$ cat src/design/rmc_pkg.sv
// Types, constants and widths shared by the RMC position parser modules.
package rmc_pkg;

  localparam int unsigned MAX_SENTENCE_DEF = 128;
  localparam int unsigned QUEUE_DEPTH      = 2;

  localparam logic [7:0] ASCII_COMMA = 8'h2C;
  localparam logic [7:0] ASCII_DOT   = 8'h2E;
  localparam logic [7:0] ASCII_A     = 8'h41;
  localparam logic [7:0] ASCII_ZERO  = 8'h30;

  localparam int unsigned CC_W   = 4;
  localparam int unsigned DC_W   = 3;
  localparam int unsigned SEG_W  = 32;
  localparam int unsigned LEN_W  = 7;
  localparam int unsigned CHAR_W = 9;

  localparam logic [CC_W-1:0]  COMMA_MAX = 4'd8;
  localparam logic [DC_W-1:0]  DOT_MAX   = 3'd5;
  localparam logic [LEN_W-1:0] LEN_MAX   = 7'd127;

  // comma and dot positions that trigger a capture
  localparam logic [CC_W-1:0] COMMA_STATUS   = 4'd1;
  localparam logic [CC_W-1:0] COMMA_LAT_FRAC = 4'd3;
  localparam logic [CC_W-1:0] COMMA_LON_FRAC = 4'd5;
  localparam logic [DC_W-1:0] DOT_LAT        = 3'd1;
  localparam logic [DC_W-1:0] DOT_LON        = 3'd2;
  localparam logic [DC_W-1:0] DOT_SPEED      = 3'd3;
  localparam logic [DC_W-1:0] DOT_COURSE     = 3'd4;

  localparam logic [LEN_W-1:0] LAT_MIN_LEN  = 7'd4;
  localparam logic [LEN_W-1:0] LON_MIN_LEN  = 7'd5;
  localparam logic [LEN_W-1:0] FRAC_MIN_LEN = 7'd4;

  // speed = knots * 185 / 100; above the limit the result exceeds 16 bits
  localparam int unsigned PROD_W          = 23;
  localparam int unsigned RECIP_W         = 26;
  localparam int unsigned QUOT_PROD_W     = PROD_W + RECIP_W;
  localparam int unsigned SPEED_NUM       = 185;
  localparam int unsigned SPEED_SAT_LIMIT = 35424;
  localparam int unsigned DIV100_RECIP    = 42949673;
  localparam int unsigned DIV100_SHIFT    = 32;

  typedef enum logic [1:0] {
    KIND_COMMA,
    KIND_DOT,
    KIND_CHAR
  } rmc_kind_e;

  typedef struct packed {
    logic [7:0] rx_byte;
    logic       end_of_sentence;
  } rmc_in_t;

  typedef struct packed {
    logic        fix_valid;
    logic [6:0]  lat_degrees;
    logic [6:0]  lat_minutes;
    logic [31:0] lat_fraction;
    logic [9:0]  lon_degrees;
    logic [6:0]  lon_minutes;
    logic [31:0] lon_fraction;
    logic [15:0] ground_speed;
    logic [15:0] course_heading;
  } rmc_out_t;

  // classified byte handed from front to back
  typedef struct packed {
    rmc_kind_e         kind;
    logic              is_a;
    logic [CHAR_W-1:0] char_value;
    logic              parse;
    logic              last;
  } rmc_word_t;

endpackage

$ cat src/design/nmea_rmc_position_parser.sv
// Result path: the last byte of a sentence is written to the word queue, then sets the emit flag in the back end.
// Throughput: one byte per cycle while the back end is not stalled by a full result register.
// A two-word queue and a result register let input and output stall independently.
// Reset (rst_ni low, asynchronous) clears all counters and held fields to zero at once.
// Top level: RMC sentence parser, front classifier, word queue and back end.
module nmea_rmc_position_parser #(
  parameter int unsigned MAX_SENTENCE = rmc_pkg::MAX_SENTENCE_DEF
) (
  input  logic              clk_i,
  input  logic              rst_ni,
  input  logic              in_valid_i,
  output logic              in_ready_o,
  input  rmc_pkg::rmc_in_t  in_data_i,
  output logic              out_valid_o,
  input  logic              out_ready_i,
  output rmc_pkg::rmc_out_t out_data_o
);

  logic               fw_valid, fw_ready;
  rmc_pkg::rmc_word_t fw_word;
  logic               bw_valid, bw_ready;
  rmc_pkg::rmc_word_t bw_word;

  rmc_front #(
    .MAX_SENTENCE(MAX_SENTENCE)
  ) u_front (
    .clk_i        (clk_i),
    .rst_ni       (rst_ni),
    .in_valid_i   (in_valid_i),
    .in_ready_o   (in_ready_o),
    .in_data_i    (in_data_i),
    .word_valid_o (fw_valid),
    .word_ready_i (fw_ready),
    .word_o       (fw_word)
  );

  rmc_queue u_queue (
    .clk_i        (clk_i),
    .rst_ni       (rst_ni),
    .push_valid_i (fw_valid),
    .push_ready_o (fw_ready),
    .push_word_i  (fw_word),
    .pop_valid_o  (bw_valid),
    .pop_ready_i  (bw_ready),
    .pop_word_o   (bw_word)
  );

  rmc_back u_back (
    .clk_i        (clk_i),
    .rst_ni       (rst_ni),
    .word_valid_i (bw_valid),
    .word_ready_o (bw_ready),
    .word_i       (bw_word),
    .out_valid_o  (out_valid_o),
    .out_ready_i  (out_ready_i),
    .out_data_o   (out_data_o)
  );

endmodule

$ cat src/design/rmc_front.sv
// Front end: byte classification and per-sentence position counting.
module rmc_front #(
  parameter int unsigned MAX_SENTENCE = rmc_pkg::MAX_SENTENCE_DEF
) (
  input  logic             clk_i,
  input  logic             rst_ni,
  input  logic             in_valid_i,
  output logic             in_ready_o,
  input  rmc_pkg::rmc_in_t in_data_i,
  output logic             word_valid_o,
  input  logic             word_ready_i,
  output rmc_pkg::rmc_word_t word_o
);

  localparam int unsigned POS_W = $clog2(MAX_SENTENCE + 1);

  logic [POS_W-1:0] pos_q, pos_d;
  logic             parse;
  logic             accept;

  assign parse        = (pos_q < POS_W'(MAX_SENTENCE));
  assign in_ready_o   = word_ready_i;
  assign word_valid_o = in_valid_i;
  assign accept       = in_valid_i & word_ready_i;

  always_comb begin
    word_o.kind = rmc_pkg::KIND_CHAR;
    if (in_data_i.rx_byte == rmc_pkg::ASCII_COMMA) begin
      word_o.kind = rmc_pkg::KIND_COMMA;
    end else if (in_data_i.rx_byte == rmc_pkg::ASCII_DOT) begin
      word_o.kind = rmc_pkg::KIND_DOT;
    end
    word_o.is_a       = (in_data_i.rx_byte == rmc_pkg::ASCII_A);
    // 9-bit two's complement of byte minus '0'
    word_o.char_value = {1'b0, in_data_i.rx_byte} - {1'b0, rmc_pkg::ASCII_ZERO};
    word_o.parse      = parse;
    word_o.last       = in_data_i.end_of_sentence;
  end

  always_comb begin
    pos_d = pos_q;
    if (accept) begin
      if (in_data_i.end_of_sentence) begin
        pos_d = '0;
      end else if (parse) begin
        pos_d = pos_q + POS_W'(1);
      end
    end
  end

  always_ff @(posedge clk_i or negedge rst_ni) begin
    if (!rst_ni) begin
      pos_q <= '0;
    end else begin
      pos_q <= pos_d;
    end
  end

endmodule

$ cat src/design/rmc_queue.sv
// Short word queue between the front and the back of the parser.
module rmc_queue (
  input  logic               clk_i,
  input  logic               rst_ni,
  input  logic               push_valid_i,
  output logic               push_ready_o,
  input  rmc_pkg::rmc_word_t push_word_i,
  output logic               pop_valid_o,
  input  logic               pop_ready_i,
  output rmc_pkg::rmc_word_t pop_word_o
);

  localparam int unsigned DEPTH = rmc_pkg::QUEUE_DEPTH;
  localparam int unsigned PTR_W = (DEPTH > 1) ? $clog2(DEPTH) : 1;
  localparam int unsigned CNT_W = $clog2(DEPTH + 1);

  rmc_pkg::rmc_word_t entry_q [DEPTH];
  logic [PTR_W-1:0]   wr_ptr_q, wr_ptr_d;
  logic [PTR_W-1:0]   rd_ptr_q, rd_ptr_d;
  logic [CNT_W-1:0]   count_q, count_d;
  logic               push, pop;

  assign push_ready_o = (count_q != CNT_W'(DEPTH));
  assign pop_valid_o  = (count_q != '0);
  assign pop_word_o   = entry_q[rd_ptr_q];
  assign push         = push_valid_i & push_ready_o;
  assign pop          = pop_valid_o & pop_ready_i;

  always_comb begin
    wr_ptr_d = wr_ptr_q;
    rd_ptr_d = rd_ptr_q;
    count_d  = count_q;
    if (push) begin
      wr_ptr_d = (wr_ptr_q == PTR_W'(DEPTH - 1)) ? '0 : wr_ptr_q + PTR_W'(1);
    end
    if (pop) begin
      rd_ptr_d = (rd_ptr_q == PTR_W'(DEPTH - 1)) ? '0 : rd_ptr_q + PTR_W'(1);
    end
    if (push && !pop) begin
      count_d = count_q + CNT_W'(1);
    end else if (pop && !push) begin
      count_d = count_q - CNT_W'(1);
    end
  end

  always_ff @(posedge clk_i) begin
    if (push) begin
      entry_q[wr_ptr_q] <= push_word_i;
    end
  end

  always_ff @(posedge clk_i or negedge rst_ni) begin
    if (!rst_ni) begin
      wr_ptr_q <= '0;
      rd_ptr_q <= '0;
      count_q  <= '0;
    end else begin
      wr_ptr_q <= wr_ptr_d;
      rd_ptr_q <= rd_ptr_d;
      count_q  <= count_d;
    end
  end

endmodule

$ cat src/design/rmc_back.sv
// Back end: segment accumulation, field capture and result register.
module rmc_back (
  input  logic               clk_i,
  input  logic               rst_ni,
  input  logic               word_valid_i,
  output logic               word_ready_o,
  input  rmc_pkg::rmc_word_t word_i,
  output logic               out_valid_o,
  input  logic               out_ready_i,
  output rmc_pkg::rmc_out_t  out_data_o
);

  localparam int unsigned CC_W   = rmc_pkg::CC_W;
  localparam int unsigned DC_W   = rmc_pkg::DC_W;
  localparam int unsigned SEG_W  = rmc_pkg::SEG_W;
  localparam int unsigned LEN_W  = rmc_pkg::LEN_W;
  localparam int unsigned CHAR_W = rmc_pkg::CHAR_W;
  localparam int unsigned PROD_W = rmc_pkg::PROD_W;
  localparam int unsigned QP_W   = rmc_pkg::QUOT_PROD_W;

  // per-sentence state
  logic [CC_W-1:0]  cc_q, cc_d;
  logic [DC_W-1:0]  dc_q, dc_d;
  logic [SEG_W-1:0] seg_q, seg_d;
  logic [LEN_W-1:0] len_q, len_d;
  logic [6:0]       f2_q, f2_d;
  logic [9:0]       f3_q, f3_d;
  logic [6:0]       t22_q, t22_d;
  logic [6:0]       t23_q, t23_d;
  logic             pend_q, pend_d;

  // held captures
  logic              fix_q, fix_d;
  logic [6:0]        lat_deg_q, lat_deg_d;
  logic [6:0]        lat_min_q, lat_min_d;
  logic [31:0]       lat_frac_q, lat_frac_d;
  logic [9:0]        lon_deg_q, lon_deg_d;
  logic [6:0]        lon_min_q, lon_min_d;
  logic [31:0]       lon_frac_q, lon_frac_d;
  logic [PROD_W-1:0] prod_q, prod_d;
  logic              sat_q, sat_d;
  logic [15:0]       course_q, course_d;

  // result handoff
  logic              emit_q, emit_d;
  logic              out_valid_q, out_valid_d;
  rmc_pkg::rmc_out_t out_q;
  rmc_pkg::rmc_out_t result;

  logic              load, take;
  logic [SEG_W-1:0]  char32;
  logic [QP_W-1:0]   quot_prod;
  logic [15:0]       speed;

  assign load         = emit_q & (!out_valid_q | out_ready_i);
  assign word_ready_o = !emit_q | load;
  assign take         = word_valid_i & word_ready_o;
  assign char32       = {{(SEG_W - CHAR_W){word_i.char_value[CHAR_W-1]}}, word_i.char_value};

  // divide by 100 through the scaled reciprocal
  assign quot_prod = QP_W'(prod_q) * QP_W'(rmc_pkg::DIV100_RECIP);
  assign speed     = sat_q ? 16'hFFFF : quot_prod[rmc_pkg::DIV100_SHIFT +: 16];

  always_comb begin
    result.fix_valid      = fix_q;
    result.lat_degrees    = lat_deg_q;
    result.lat_minutes    = lat_min_q;
    result.lat_fraction   = lat_frac_q;
    result.lon_degrees    = lon_deg_q;
    result.lon_minutes    = lon_min_q;
    result.lon_fraction   = lon_frac_q;
    result.ground_speed   = speed;
    result.course_heading = course_q;
  end

  always_comb begin
    cc_d       = cc_q;
    dc_d       = dc_q;
    seg_d      = seg_q;
    len_d      = len_q;
    f2_d       = f2_q;
    f3_d       = f3_q;
    t22_d      = t22_q;
    t23_d      = t23_q;
    pend_d     = pend_q;
    fix_d      = fix_q;
    lat_deg_d  = lat_deg_q;
    lat_min_d  = lat_min_q;
    lat_frac_d = lat_frac_q;
    lon_deg_d  = lon_deg_q;
    lon_min_d  = lon_min_q;
    lon_frac_d = lon_frac_q;
    prod_d     = prod_q;
    sat_d      = sat_q;
    course_d   = course_q;

    if (take && word_i.parse) begin
      // the byte after the status comma decides the fix
      if (pend_q) begin
        fix_d  = word_i.is_a;
        pend_d = 1'b0;
      end
      case (word_i.kind)
        rmc_pkg::KIND_COMMA: begin
          if (cc_q == rmc_pkg::COMMA_STATUS) begin
            pend_d = 1'b1;
          end
          if (cc_q == rmc_pkg::COMMA_LAT_FRAC && len_q >= rmc_pkg::FRAC_MIN_LEN) begin
            lat_frac_d = seg_q;
          end
          if (cc_q == rmc_pkg::COMMA_LON_FRAC && len_q >= rmc_pkg::FRAC_MIN_LEN) begin
            lon_frac_d = seg_q;
          end
          if (cc_q < rmc_pkg::COMMA_MAX) begin
            cc_d = cc_q + CC_W'(1);
          end
          seg_d = '0;
          len_d = '0;
          f2_d  = '0;
          f3_d  = '0;
          t22_d = '0;
          t23_d = '0;
        end
        rmc_pkg::KIND_DOT: begin
          if (dc_q == rmc_pkg::DOT_LAT && len_q >= rmc_pkg::LAT_MIN_LEN) begin
            lat_deg_d = f2_q;
            lat_min_d = t22_q;
          end
          if (dc_q == rmc_pkg::DOT_LON && len_q >= rmc_pkg::LON_MIN_LEN) begin
            lon_deg_d = f3_q;
            lon_min_d = t23_q;
          end
          if (dc_q == rmc_pkg::DOT_SPEED) begin
            sat_d  = (seg_q > SEG_W'(rmc_pkg::SPEED_SAT_LIMIT));
            prod_d = PROD_W'(seg_q[15:0]) * PROD_W'(rmc_pkg::SPEED_NUM);
          end
          if (dc_q == rmc_pkg::DOT_COURSE) begin
            course_d = seg_q[15:0];
          end
          if (dc_q < rmc_pkg::DOT_MAX) begin
            dc_d = dc_q + DC_W'(1);
          end
          seg_d = '0;
          len_d = '0;
          f2_d  = '0;
          f3_d  = '0;
          t22_d = '0;
          t23_d = '0;
        end
        rmc_pkg::KIND_CHAR: begin
          seg_d = seg_q * SEG_W'(10) + char32;
          if (len_q < LEN_W'(2)) begin
            f2_d = f2_q * 7'd10 + char32[6:0];
          end
          if (len_q < LEN_W'(3)) begin
            f3_d = f3_q * 10'd10 + char32[9:0];
          end
          if (len_q == LEN_W'(2) || len_q == LEN_W'(3)) begin
            t22_d = t22_q * 7'd10 + char32[6:0];
          end
          if (len_q == LEN_W'(3) || len_q == LEN_W'(4)) begin
            t23_d = t23_q * 7'd10 + char32[6:0];
          end
          if (len_q < rmc_pkg::LEN_MAX) begin
            len_d = len_q + LEN_W'(1);
          end
        end
        default: begin
        end
      endcase
    end

    if (take && word_i.last) begin
      // status never seen before the end: drop the fix
      if (pend_d) begin
        fix_d = 1'b0;
      end
      cc_d   = '0;
      dc_d   = '0;
      pend_d = 1'b0;
      seg_d  = '0;
      len_d  = '0;
      f2_d   = '0;
      f3_d   = '0;
      t22_d  = '0;
      t23_d  = '0;
    end
  end

  always_comb begin
    emit_d = emit_q;
    if (take) begin
      emit_d = word_i.last;
    end else if (load) begin
      emit_d = 1'b0;
    end
    out_valid_d = out_valid_q;
    if (load) begin
      out_valid_d = 1'b1;
    end else if (out_ready_i) begin
      out_valid_d = 1'b0;
    end
  end

  always_ff @(posedge clk_i or negedge rst_ni) begin
    if (!rst_ni) begin
      cc_q        <= '0;
      dc_q        <= '0;
      seg_q       <= '0;
      len_q       <= '0;
      f2_q        <= '0;
      f3_q        <= '0;
      t22_q       <= '0;
      t23_q       <= '0;
      pend_q      <= 1'b0;
      fix_q       <= 1'b0;
      lat_deg_q   <= '0;
      lat_min_q   <= '0;
      lat_frac_q  <= '0;
      lon_deg_q   <= '0;
      lon_min_q   <= '0;
      lon_frac_q  <= '0;
      prod_q      <= '0;
      sat_q       <= 1'b0;
      course_q    <= '0;
      emit_q      <= 1'b0;
      out_valid_q <= 1'b0;
    end else begin
      cc_q        <= cc_d;
      dc_q        <= dc_d;
      seg_q       <= seg_d;
      len_q       <= len_d;
      f2_q        <= f2_d;
      f3_q        <= f3_d;
      t22_q       <= t22_d;
      t23_q       <= t23_d;
      pend_q      <= pend_d;
      fix_q       <= fix_d;
      lat_deg_q   <= lat_deg_d;
      lat_min_q   <= lat_min_d;
      lat_frac_q  <= lat_frac_d;
      lon_deg_q   <= lon_deg_d;
      lon_min_q   <= lon_min_d;
      lon_frac_q  <= lon_frac_d;
      prod_q      <= prod_d;
      sat_q       <= sat_d;
      course_q    <= course_d;
      emit_q      <= emit_d;
      out_valid_q <= out_valid_d;
    end
  end

  // sample the held fields once the emit flag is set and the result register is free
  always_ff @(posedge clk_i) begin
    if (load) begin
      out_q <= result;
    end
  end

  assign out_valid_o = out_valid_q;
  assign out_data_o  = out_q;

endmodule

$ cat config.mk
export PLATFORM = sky130hd
export DESIGN_NAME = nmea_rmc_position_parser
export DESIGN_NICKNAME = d
export VERILOG_FILES = /design/src/design/rmc_pkg.sv /design/src/design/nmea_rmc_position_parser.sv /design/src/design/rmc_front.sv /design/src/design/rmc_queue.sv /design/src/design/rmc_back.sv
export SDC_FILE = /design/constraint.sdc
export NUM_CORES = 1
export LEC_CHECK = 0
export BUFFER_PORTS_ARGS = -buffer_cell sky130_fd_sc_hd__buf_2
export CORE_UTILIZATION = 57
export CTS_BUF_LIST = sky130_fd_sc_hd__clkbuf_4 sky130_fd_sc_hd__clkbuf_8 sky130_fd_sc_hd__clkbuf_16
export DETAILED_ROUTE_END_ITERATION = 10
export PLACE_DENSITY = 0.75
export SLEW_MARGIN = 20
export SYNTH_ARGS = -nofsm -noshare
export SYNTH_HDL_FRONTEND = slang
export SYNTH_HIERARCHICAL = 1
export SYNTH_SLANG_ARGS = --single-unit
$ cat constraint.sdc
create_clock -name clk_i -period 6.74 [get_ports clk_i]
set_input_delay 1.348 -clock clk_i [delete_from_list [all_inputs] [get_ports clk_i]]
set_output_delay 1.348 -clock clk_i [all_outputs]
set_load 0.02 [all_outputs]
Yosys cells after proc, flatten, opt, wreduce, memory -nomap -nowiden
Memory sizes are Yosys's and may differ from the RTL's.
Cells that the tools add are included.
{ "classes": {"add_sub_neg": 14, "multipliers": 7, "n_lt_le_gt_ge": 9, "n_eq_ne": 21, "n_mux": 53, "bitwise": 5, "reduce_logical": 42} }
{ "ops": {"columns": ["cell", "count"], "rows": [
  ["$mux W7", 12],
  ["$mux W32", 2],
  ["$pmux W32 S2", 1],
  ["$pmux W7 S2", 4],
  ["$mul A23 B26 Y48 const B", 1],
  ["$reduce_and A3 Y1", 13],
  ["$add A32 B32 Y32", 1],
  ["$gt A32 B16 Y1 const B", 1],
  ["$mul A32 B3 Y31 const B", 1],
  ["$mux W10", 3],
  ["$mul A16 B8 Y23 const B", 1],
  ["$add A7 B7 Y7", 3],
  ["$mul A7 B3 Y6 const B", 3],
  ["$pmux W10 S2", 1],
  ["$reduce_bool A2 Y1", 10],
  ["$eq A8 B6 Y1 const B", 2],
  ["$mux W1", 16],
  ["$mux W4", 4],
  ["$mux W8", 2],
  ["$ne A3 B1 Y1 const B", 5],
  ["$eq A7 B2 Y1 const B", 2],
  ["$ge A7 B3 Y1 const B", 2],
  ["$lt A7 B2 Y1 const B", 2],
  ["$mux W3", 4],
  ["other kinds (35)", 55]
]} }
{ "word_totals": {"reg_bits": 356, "mem_bits_rw": 28, "input_bits": 13, "elab_cells": 186, "n_memories": 1} }
{ "mem_list": {"columns": ["name", "words", "width", "rd", "rd_clocked_by_memory_dff", "write_ports", "line", "text"], "rows": [
  ["u_queue.entry_q", 2, 14, 1, 0, 1, "rmc_queue.sv:17", "rmc_pkg::rmc_word_t entry_q [DEPTH];"]
]} }

Logic depth before layout (Yosys ltp)
{ "logic_depth": {"ltp_word": 9, "depth_mapped": 24, "mapped_depth_nobuf": 23} }

By module
The synthesis kept the hierarchy.
{ "modules_own_cells": {"columns": ["module", "instances", "cells_each", "area_per_inst_um2"], "rows": [
  ["rmc_back", 1, 2547, 28340.9],
  ["rmc_queue", 1, 62, 1270.0],
  ["rmc_front", 1, 72, 650.6]
]} }

Least setup slack after synthesis
OpenSTA, ideal clock, no wires.
{ "synth_timing": {"path_type": "register to register", "from": "register u_back.prod_q[6]", "to": "register u_back.out_q (netlist bit u_back/out_data_o[25]) (data pin)", "arrival_time_ns": 6.419, "t_required_ns": 6.473, "slack_ns": 0.054, "stages_incl_launch_ff": 24, "n_path_buf": 0, "path_cell_list": "dfrtp_1 inv_1 fa_1 inv_1 fa_1 inv_1 fa_1 inv_1 fa_1 fa_1 fa_1 inv_1 fa_1 inv_1 ha_1 o21ai_0 nand2b_1 a31o_2 a221oi_1 a21oi_1 or3_1 a21oi_1 xor2_1 nand2_1"} }
{ "synth_between": {"elab_chain_len": 1} }
{ "synth_rtl": {"columns": ["item", "line", "text"], "rows": [
  ["start: declaration", "rmc_back.sv:40", "logic [PROD_W-1:0] prod_q, prod_d;"],
  ["start signal: assignment", "rmc_back.sv:245", "prod_q <= prod_d;"],
  ["$mul A23 B26 Y48", "rmc_back.sv:61", "assign quot_prod = QP_W'(prod_q) * QP_W'(rmc_pkg::DIV100_RECIP);"],
  ["end signal: assignment", "rmc_back.sv:256", "out_q <= result;"],
  ["end: declaration", "rmc_back.sv:47", "rmc_pkg::rmc_out_t out_q;"]
]} }
No other way between the ends.
A chain may end at the register's enable or synchronous reset.

Final worst setup path
{ "layout_timing": {"from": "register u_back.prod_q[3]", "to": "register u_back.out_q (netlist bit u_back/out_data_o[26]) (data pin)"} }
The elaborated chain is that of the path after synthesis.

==> run metrics <==
status finished clean; H-tree lvl count 2; worst-path fanout max 10; Min-Delay Path Class flop to flop; Worst setup EP type flop; Slowest cell on crit path fa_1; Distinct cells, synth 78; async set-reset flop share out of synthesis 0.5938; final-report max-slew violation count 0; GRT overflow 0; Mapped Nets 3390; Vias/cell between 5 and 6; dpl ws -0.001455 ns; Placement Rows 84; DRT Wirelength 70360 um; first-pass GRT wire length 111200 um; final period demand of the worst path 6.549 ns; Slowest Stage Delay on Critical Path 0.54 ns; Setup WS post-layout 0.1910 ns; met2 wire len 34630 um; most used cell, CP fa_1; Clock Tree Buf Depth 3; Die H 232.4 um; Seq/Total Area, Yosys 0.3433; Final setup viols 0; Max rail drop VDD around 0.0007 V; Finished Core Util 0.6392; Worst Path Required 7.04 ns; die width about 230 um; Rel. slew slack 0.2768; clock sinks 384; Highest Clock Rate 0.1527 GHz; Mapped Cells 2681; cell breakdown of the critical path buf_4, ha_1, fa_1, inv_1, fa_1, fa_1, fa_1, inv_1, fa_1, inv_1, fa_1, inv_1, ha_1, a21oi_2, o211ai_1, a31o_2, a221oi_2, buf_4, a21oi_2, o211ai_1, nand2_1, buf_6, xnor2_2, nand2_1; share of cells above drive strength 1 0.1563; LEAKAGE 17.48 nW; Post-Syn Area 30260 um2; Fillers 4112; CTS buffer count 42; clk_lat worst skew 0.58 ns; top post-synthesis cells by area dfrtp_1 19%, ha_1 19%, fa_1 16%; critical path class flop to flop; Ys Warns 6; area delta synth->final 10.99%; dominant synthesized flop cell dfrtp_1; Tightest Pin Transition ~1.1 ns; pwr/cell area between 300 and 400 nW/um2; Starting Density 0.5759; Critical Path Start Type flop; routed length on met1 29930 um; # nets final around 3.6k; Core Area around 53000 um2; Mapped Avg Cell Area 11.29 um2; met3 wire len roughly 3800 um; post-DP HPWL about 55000 um; Clock Pin Slew Worst Setup and Hold Paths 0.06 ns; Post-synth EDFFs 156; highest routed layer met5; vias in the first global route between 20k and 25k; I/O Buffers 142; Hold Vio Cnt, Final 0; initial antenna violation count 3; register bit count reported by yosys 384; commonest non-fill, non-tap cell in the layout inv_1; DRC Markers 0; routed via count 20.25k; post-route ant nets 0; total track usage 0.2671; Initial DRT Pass Iterations 5; final RePlAce weighted congestion 0.9591; CTS tree done; DRT iter0 DRCs 1130; Avg WL per Cell roughly 20 um; clock skew 0.01950 ns; die area 54020 um2; CP arrival 6.85 ns; WHS 0.4285 ns; I/O pin cnt 143; Yosys top cell area share 0.1885; Yosys top cell by area dfrtp_1; Tcrit/Tclk final 0.9717; max_cap viols 0; Clock Tree Root clkbuf_16; most frequent cells in the layout 460 x inv_1, 447 x ha_1, 239 x fa_1; largest net degree at the start of global routing 177
-- stage by stage --
| stage | TNS (ns) | instances | area, um2 | power, mW |
|---|---|---|---|---|
| 6_report | 0 | 3587 | 33590 | 12.16 |
| 5_1_grt | -0.08366 | 3586 | 33590 | 13.08 |
| 4_1_cts | 0 | 3584 | 33440 | 12.18 |
| 3_5_place_dp | -0.001455 | 3504 | 31960 | 9.718 |
| 3_3_place_gp | -0.01910 | 3504 | 31960 | 9.506 |
| 2_1_floorplan | 0 | 2681 | 30260 | 7.984 |
-- cells in the mapped netlist, types with 6 or more instances --
library cell / instances
o21bai_1: 18
nor4_1: 12
xor2_1: 42
nor2_1: 76
edfxtp_1: 156
xnor2_1: 84
or3_1: 6
buf_1: 7
nand2_1: 126
nand3_1: 43
o21a_1: 16
buf_4: 8
o21ai_0: 115
ha_1: 453
a211oi_1: 16
clkbuf_1: 30
mux2_2: 121
a21oi_1: 109
fa_1: 243
mux2_4: 9
nor3_1: 29
or2_2: 9
o31ai_1: 8
dfrtp_1: 228
nand2b_1: 12
inv_1: 468
and3_1: 21
a21o_1: 45
o211ai_1: 19
a22o_1: 22
a31oi_1: 12
nor2b_1: 13
nand4_1: 14
mux2i_1: 7
-- power breakdown --
part           internal (mW)  switching [mW]
combinational           2.53            3.98
sequential              2.92           0.362
clock                   1.40           0.970
total                   6.85            5.31
-- area by class of cell --
cell class	instances	area (um2)	share of cell area
Multi-Input combinational cell	1778	18000	0.5360
Sequential cell	384	10390	0.3094
Inverter	468	1757	0.05230
Clock buffer	57	1230	0.03662
Timing Repair Buffer	190	1130	0.03364
Tap cell	688	860.8	0.02563
Clock inverter	21	215.2	0.006407
Antenna cell	1	2.502	0.00007450
-- final timing paths --
| kind | from | endpoint | slack [ns] | cells after the start |
|---|---|---|---|---|
| max | u_back/prod_q[3] | u_back/out_data_o[26] | 0.19 | 24 |
| min | u_back/lon_frac_q[7] | u_back/out_data_o[39] | 0.43 | 0 |
| max reg2reg | u_back/prod_q[3] | u_back/out_data_o[26] | 0.19 | 24 |
| min reg2reg | u_back/lon_frac_q[7] | u_back/out_data_o[39] | 0.43 | 0 |
| max in group asynchronous | rst_ni | u_back/lat_min_q[4] | 4.73 | 3 |
| min in group asynchronous | rst_ni | u_back/course_q[15] | 0.67 | 1 |
-- cell families after synthesis --
family	count (synthesis)	share of synthesized area
and+or+nand+nor	391	0.06334
xor gates and xnor gates	126	0.03647
buffers and inverters	519	0.06653
DFF	384	0.3433
AOI/OAI and AO/OA	427	0.09009
adders and majority gates	696	0.3481
muxes	138	0.05218
-- routing by layer --
metal | vias to the layer above | track usage
met5 | - | 0
met4 | 4 | 0.07936
met3 | 110 | 0.04645
met2 | 491 | 0.4504
met1 | 10150 | 0.3518
li1 | 9493 | -
-- what timing repair did --
item	4_1_cts	5_1_grt
pin swaps	5	27
setup buffers	2	2
endpoints found under the setup margin	7	12
resized for setup	5	29
hold buffers	0	0
-- flip-flops by register name (all words and copies together), names as in the netlist, 2 cells and up --
signal / cells
u_back/lon_frac_q: 32
u_back/lat_frac_q: 32
u_back/lon_deg_q: 10
u_queue/count_q: 2
u_back/seg_q: 32
u_back/lon_min_q: 7
u_back/f3_q: 10
u_back/lat_deg_q: 7
u_back/lat_min_q: 7
u_back/cc_q: 4
u_back/len_q: 7
u_front/pos_q: 8
u_back/prod_q: 23
u_back/dc_q: 3
u_queue/entry_q: 28
u_back/t22_q: 7
u_back/course_q: 16
u_back/f2_q: 7
u_back/out_data_o: 128
u_back/t23_q: 7
-- worst max-delay path: cells and delay by family, from the launching register on --
kind                       cells  cell delay, ns
adders and majority gates      8            3.58
xor gates and xnor gates       1            0.14
DFF                            1            0.40
AOI/OAI and AO/OA              6            1.19
buffers and inverters          7            0.74
and+or+nand+nor                2            0.24
Note: power is estimated with default switching activity, not from simulation.
